<file path="config.mk">
export PLATFORM = sky130hd
export DESIGN_NAME = fifo_with_keyed_removal
export DESIGN_NICKNAME = d
export VERILOG_FILES = /design/src/rtl/fkr_pkg.sv /design/src/rtl/fkr_ram.sv /design/src/rtl/fifo_with_keyed_removal.sv
export SDC_FILE = /design/constraint.sdc
export NUM_CORES = 1
export LEC_CHECK = 0
export ABC_AREA = 1
export BUFFER_PORTS_ARGS = -buffer_cell sky130_fd_sc_hd__buf_2
export CORE_ASPECT_RATIO = 1.25
export CORE_MARGIN = 2
export CORE_UTILIZATION = 40
export DETAILED_ROUTE_END_ITERATION = 12
export GPL_ROUTABILITY_DRIVEN = 0
export PLACE_DENSITY = 0.58
export SYNTH_ARGS = -nofsm -noshare
export SYNTH_HDL_FRONTEND = slang
export SYNTH_HIERARCHICAL = 1
export SYNTH_SLANG_ARGS = --single-unit
</file>
<file path="constraint.sdc">
create_clock -name clk -period 6.7 [get_ports clk]
set_input_delay 1.34 -clock clk [delete_from_list [all_inputs] [get_ports clk]]
set_output_delay 1.34 -clock clk [all_outputs]
set_load 0.02 [all_outputs]
</file>
<file path="src/rtl/fkr_pkg.sv">
// Shared constants and types for the keyed-removal FIFO.
package fkr_pkg;

	localparam int QUEUE_DEPTH_DEF = 16;
	localparam int ID_BITS_DEF     = 16;
	localparam int FUNC_W          = 2;

	localparam logic [FUNC_W-1:0] FUNC_PUSH   = 2'd0;
	localparam logic [FUNC_W-1:0] FUNC_POP    = 2'd1;
	localparam logic [FUNC_W-1:0] FUNC_REMOVE = 2'd2;

	typedef enum logic [2:0] {
		ST_IDLE,
		ST_EXEC,
		ST_POP,
		ST_SEARCH,
		ST_SHIFT
	} state_t;

endpackage

</file>
<file path="src/rtl/fkr_ram.sv">
// Generic single-write, single-read RAM with registered read data.
module fkr_ram #(
	parameter int WIDTH = 16,
	parameter int DEPTH = 16
) (
	input  logic                     clk,
	input  logic                     we,
	input  logic [$clog2(DEPTH)-1:0] waddr,
	input  logic [WIDTH-1:0]         wdata,
	input  logic [$clog2(DEPTH)-1:0] raddr,
	output logic [WIDTH-1:0]         rdata
);

	logic [WIDTH-1:0] mem [DEPTH];

	always_ff @(posedge clk) begin
		if (we) begin
			mem[waddr] <= wdata;
		end
		rdata <= mem[raddr];
	end

endmodule

</file>
<file path="src/rtl/fifo_with_keyed_removal.sv">
// Keyed-removal FIFO: circular buffer in one RAM with head pointer and occupancy count.
// Push, unused codes, and pop or remove on an empty queue finish in the execute state;
// pop otherwise adds one RAM read, and remove walks the search and close-up states,
// which move one entry per cycle through one read port.
// busy drops in the done cycle, so a new request can start then; the receiver cannot stall.
// Reset clears the control state and the count; RAM contents are left as they are.
module fifo_with_keyed_removal #(
	parameter int QUEUE_DEPTH = fkr_pkg::QUEUE_DEPTH_DEF,
	parameter int ID_BITS     = fkr_pkg::ID_BITS_DEF
) (
	input  logic                             clk,
	input  logic                             arst_n,
	input  logic                             start,
	output logic                             busy,
	input  logic [fkr_pkg::FUNC_W-1:0]       func,
	input  logic [ID_BITS-1:0]               pid,
	output logic                             done,
	output logic                             found,
	output logic [ID_BITS-1:0]               out_pid,
	output logic [$clog2(QUEUE_DEPTH+1)-1:0] count,
	output logic                             overflow
);
	import fkr_pkg::*;

	localparam int PTR_W = $clog2(QUEUE_DEPTH);
	localparam int CNT_W = $clog2(QUEUE_DEPTH + 1);

	state_t state_q, state_d;
	logic [PTR_W-1:0]   head_q, head_d;
	logic [CNT_W-1:0]   occ_q, occ_d;
	logic [PTR_W-1:0]   idx_q, idx_d;
	logic [FUNC_W-1:0]  func_q;
	logic [ID_BITS-1:0] key_q;
	logic [ID_BITS-1:0] taken_q, taken_d;

	logic               done_q, done_d;
	logic               found_q, found_d;
	logic [ID_BITS-1:0] pid_q, pid_d;
	logic               ovf_q, ovf_d;

	logic               ram_we;
	logic [PTR_W-1:0]   ram_waddr, ram_raddr;
	logic [ID_BITS-1:0] ram_wdata, ram_rdata;

	logic [CNT_W:0] idx1, idx2, occ_w;

	function automatic logic [PTR_W-1:0] phys(input logic [PTR_W-1:0] head,
		input logic [PTR_W-1:0] lidx);
		logic [PTR_W:0] s;
		s = {1'b0, head} + {1'b0, lidx};
		if (s >= (PTR_W+1)'(QUEUE_DEPTH)) begin
			s = s - (PTR_W+1)'(QUEUE_DEPTH);
		end
		return s[PTR_W-1:0];
	endfunction

	fkr_ram #(
		.WIDTH(ID_BITS),
		.DEPTH(QUEUE_DEPTH)
	) u_ram (
		.clk  (clk),
		.we   (ram_we),
		.waddr(ram_waddr),
		.wdata(ram_wdata),
		.raddr(ram_raddr),
		.rdata(ram_rdata)
	);

	assign idx1  = (CNT_W+1)'(idx_q) + (CNT_W+1)'(1);
	assign idx2  = (CNT_W+1)'(idx_q) + (CNT_W+1)'(2);
	assign occ_w = {1'b0, occ_q};

	always_ff @(posedge clk or negedge arst_n) begin
		if (!arst_n) begin
			state_q <= ST_IDLE;
			head_q  <= '0;
			occ_q   <= '0;
			idx_q   <= '0;
			done_q  <= 1'b0;
		end else begin
			state_q <= state_d;
			head_q  <= head_d;
			occ_q   <= occ_d;
			idx_q   <= idx_d;
			done_q  <= done_d;
		end
	end

	always_ff @(posedge clk) begin
		if (state_q == ST_IDLE && start) begin
			func_q <= func;
			key_q  <= pid;
		end
		taken_q <= taken_d;
		if (done_d) begin
			found_q <= found_d;
			pid_q   <= pid_d;
			ovf_q   <= ovf_d;
		end
	end

	always_comb begin
		state_d   = state_q;
		head_d    = head_q;
		occ_d     = occ_q;
		idx_d     = idx_q;
		taken_d   = taken_q;
		done_d    = 1'b0;
		found_d   = 1'b0;
		pid_d     = '0;
		ovf_d     = 1'b0;
		ram_we    = 1'b0;
		ram_waddr = phys(head_q, occ_q[PTR_W-1:0]);
		ram_wdata = key_q;
		ram_raddr = head_q;
		case (state_q)
			ST_IDLE: begin
				if (start) begin
					state_d = ST_EXEC;
				end
			end
			ST_EXEC: begin
				case (func_q)
					FUNC_PUSH: begin
						done_d = 1'b1;
						if (occ_q == CNT_W'(QUEUE_DEPTH)) begin
							ovf_d = 1'b1;
						end else begin
							ram_we = 1'b1;
							occ_d  = occ_q + CNT_W'(1);
						end
					end
					FUNC_POP: begin
						if (occ_q == '0) begin
							done_d = 1'b1;
						end else begin
							state_d = ST_POP;
						end
					end
					FUNC_REMOVE: begin
						idx_d = '0;
						if (occ_q == '0) begin
							done_d = 1'b1;
						end else begin
							state_d = ST_SEARCH;
						end
					end
					default: begin
						done_d = 1'b1;
					end
				endcase
			end
			ST_POP: begin
				done_d  = 1'b1;
				found_d = 1'b1;
				pid_d   = ram_rdata;
				head_d  = phys(head_q, PTR_W'(1));
				occ_d   = occ_q - CNT_W'(1);
			end
			ST_SEARCH: begin
				ram_raddr = phys(head_q, idx1[PTR_W-1:0]);
				if (ram_rdata == key_q) begin
					taken_d = ram_rdata;
					if (idx1 < occ_w) begin
						state_d = ST_SHIFT;
					end else begin
						done_d  = 1'b1;
						found_d = 1'b1;
						pid_d   = ram_rdata;
						occ_d   = occ_q - CNT_W'(1);
					end
				end else if (idx1 < occ_w) begin
					idx_d = idx1[PTR_W-1:0];
				end else begin
					done_d = 1'b1;
				end
			end
			ST_SHIFT: begin
				ram_we    = 1'b1;
				ram_waddr = phys(head_q, idx_q);
				ram_wdata = ram_rdata;
				ram_raddr = phys(head_q, idx2[PTR_W-1:0]);
				if (idx2 < occ_w) begin
					idx_d = idx1[PTR_W-1:0];
				end else begin
					done_d  = 1'b1;
					found_d = 1'b1;
					pid_d   = taken_q;
					occ_d   = occ_q - CNT_W'(1);
				end
			end
			default: begin
				state_d = ST_IDLE;
			end
		endcase
		if (done_d) begin
			state_d = ST_IDLE;
		end
	end

	assign busy     = (state_q != ST_IDLE);
	assign done     = done_q;
	assign found    = found_q;
	assign out_pid  = pid_q;
	assign count    = occ_q;
	assign overflow = ovf_q;

endmodule
</file>
==> Flow_metrics.wiki <==
{| class="wikitable"
! Metric !! Value
|-
| Run status || completed
|-
| Proportion of register bits with asynchronous set or reset after synthesis || 0.04985
|-
| CTS resizes || 0
|-
| Number of nets at the end of the flow || 1642
|-
| Hpwl dp || 22220 µm
|-
| Layout-stage area growth over the synthesis result || 11.85%
|-
| Top fanout value on the critical path || 33
|-
| Worst setup slack after placement || 1752 ps
|-
| Wire length of the first global-routing pass || 57130 µm
|-
| Final number of setup-violating endpoints || 0
|-
| CTS Root Buffer Type || clkbuf_16
|-
| Postcts setup bufs || 0
|-
| Crit path capture type || register
|-
| Startpoint-to-endpoint class of the critical path || register to register
|-
| Clk slew on worst S/H paths || 60 ps
|-
| Total via count in the routed design || 10.34k
|-
| Combined area of all synthesized cells || 15390 µm²
|-
| Sequential element share of the synthesized area || 0.6495
|-
| CTS Buf Count || 36
|-
| Clock network latency to the later pin of the worst-skew pair || 530 ps
|-
| Grt total ovfl || 0
|-
| Placeable Area || 38040 µm²
|-
| Routed wire per std cell || 17.12 µm
|-
| Antenna-violating nets left || 0
|-
| Cell type with the highest aggregate area in the netlist || edfxtp_1
|-
| Lkg Pwr || 7.601 nW
|-
| Max-cap viol count || 0
|-
| Accumulated negative setup slack || 0 ps
|-
| CP Launch Type || register
|-
| Detailed-route DRC error count || 0
|-
| Post-synth EDFFs || 308
|-
| Vert. Die Dim || 223.3 µm
|-
| Final Critical Period || 4971 ps
|-
| Post-Syn Area per Cell || 9.908 µm²
|-
| Effective utilization at floorplan || 0.4045
|-
| Buffers added on ports || 45
|-
| Number of buffers added to fix hold violations after cts || 0
|-
| Router iterations before antenna repair || 5
|-
| H-Tree Depth || 2
|-
| Number of fill cells || 3531
|-
| DIE AREA || 40060 µm²
|-
| Number of global-route vias before repair || 10.14k
|-
| Number of standard cells after synthesis || 1553
|-
| Number of clock sinks || 341
|-
| Max VDD drop || 0.2650 mV
|-
| Pwr dens || 456.0 nW/µm²
|-
| Number of rows created at floorplan || 80
|-
| Final setup skew || 22.38 ps
|-
| Number of antenna repair diodes || 0
|-
| Chip width || 179.4 µm
|-
| Most common library cells after synthesis || nand2_1, edfxtp_1, inv_1
|-
| Top area cells in the synthesized netlist || edfxtp_1, nand2_1, nand3_1
|-
| Most used standard cell by instance count after synthesis || nand2_1
|-
| Largest net degree at the start of global routing || 92
|-
| Initial antenna violation count || 0
|-
| Data required time of the worst path || 7140 ps
|-
| Final Routed Wirelength || 36150 µm
|-
| Total routing resource utilization after global routing || 0.1819
|-
| Yosys cell types || 31
|-
| Top_reg_cell synth || edfxtp_1
|-
| Ratio of cells with drive above 1 in the final layout || 0.08956
|-
| Drt first-iter violations || 866
|-
| Share of the clock period used by the worst path after layout || 0.7419
|-
| Least-Margin Pin Slew || 1345 ps
|-
| Number of endpoints with negative hold slack in the final report || 0
|-
| Vias per cell || 4.896
|-
| Number of max-slew violations in the final report || 0
|-
| Hold Path Class || register to register
|-
| Net count after synthesis || 1600
|-
| Max-Slew Margin vs Limit || 0.1026
|-
| Cells on worst reg2reg path || 14
|-
| I/O pin total || 46
|-
| Portion of synthesized cell area occupied by the leading cell type || 0.6011
|-
| Yosys warning count || 6
|-
| Setup slack of the worst register-to-register path || 1730 ps
|-
| CTS Buffer Depth || 3
|-
| Setup WS post-layout || 1730 ps
|-
| Util after Layout || 0.4525
|-
| Synthesized flop and latch total || 341
|-
| Max Clk Rate || 201.2 MHz
|-
| Worst EP arrival || 5410 ps
|-
| TritonCTS clock tree || built
|-
| Hold Crit Depth || 0
|-
| Unrepaired setup endpoints after global routing || false
|}
==> worst paths after layout <==
| kind | end | startpoint |
|---|---|---|
| max | u_ram/rdata[14] | state_q[1] |
| min | taken_q[0] | u_ram/rdata[0] |
| max reg2reg | u_ram/rdata[14] | state_q[1] |
| min reg2reg | taken_q[0] | u_ram/rdata[0] |
| max in group asynchronous | count[4] | arst_n |
| min in group asynchronous | count[0] | arst_n |
==> cell usage in the layout (no fill, tap or decap), types with 4 or more instances in the layout <==
cell       netlist  routed
a21oi_1          7       7
buf_2           25      45
buf_4           16      18
clkbuf_1        11      10
clkbuf_16        0      38
clkinv_1         0       6
clkinv_2         0       5
dfrtp_1         17      17
dfxtp_1         16      16
edfxtp_1       308     308
ha_1            23      23
inv_1          256     256
inv_2            6       5
nand2_1        531     530
nand3_1        226     226
nand4_1          7       7
nor2_1          40      23
nor2_2           3      20
o21ai_0         19      17
o21ai_1          4       4
xor2_1          13      13
==> per-layer routing <==
metal	up-vias	track usage	wire length, µm
met5	-	0	0
met4	0	0.05639	823
met3	55	0.03297	2152
met2	298	0.3086	17530
met1	4907	0.2376	15640
li1	5076	-	-
==> flip-flops by register name, indices dropped and copies added, names as in the netlist <==
register     cells
u_ram/rdata     16
key_q           16
done             1
head_q           4
found            1
state_q          3
u_ram/mem      256
taken_q         16
count            5
func_q           2
out_pid         16
idx_q            4
overflow         1
==> worst max-delay path, stage by stage, from the launching register on <==
cell     delay (ps)
dfrtp_1         430
nor2_1          150
nand2_1         260
inv_2           440
nand2_1         120
nand2_1          80
inv_1            40
ha_1            200
fa_1            380
xnor2_1         180
o21ai_4         890
inv_1           950
nand3_1         370
nand3_1         230
nand2_1         150
==> area by class of cell <==
type                            count  area (µm²)  share of cell area
Sequential cell                   341        9995              0.5807
Multi-Input combinational cell    890        4130              0.2400
Clock buffer                       50        1016             0.05903
Inverter                          262       984.7             0.05722
Tap cell                          492       615.6             0.03577
Timing Repair Buffer               64       380.4             0.02210
Clock inverter                     12       88.84            0.005162
==> report_power, final <==
group | switching, mW | leakage [nW] | internal (mW) | total (mW)
clock | 0.783 | 0.541 | 1.10 | 1.88
sequential | 0.180 | 3.15 | 2.76 | 2.94
combinational | 2.19 | 3.91 | 0.836 | 3.03
==> stage by stage <==
stage          hold slack, ps  instances  cell area (µm²)  power (mW)
6_report                500.7       2111            17210       7.849
3_5_place_dp            488.8       2049            16110       6.004
2_1_floorplan           452.7       1553            15390       5.077
4_1_cts                 502.4       2111            17210       7.896
3_3_place_gp            491.4       2049            16110       5.957
5_1_grt                 512.4       2111            17210       8.360
==> cells by family (layout without fill, tap and decap cells) <==
group           count (synthesis)  after routing  synth area share
compound gates                 35             35           0.01269
xor+xnor                       15             15          0.008538
fa+ha+maj                      26             26           0.02261
buf+inv                       322            388           0.08644
flops                         341            341            0.6495
simple gates                  814            814            0.2202
Note: power is estimated with default switching activity, not from simulation.
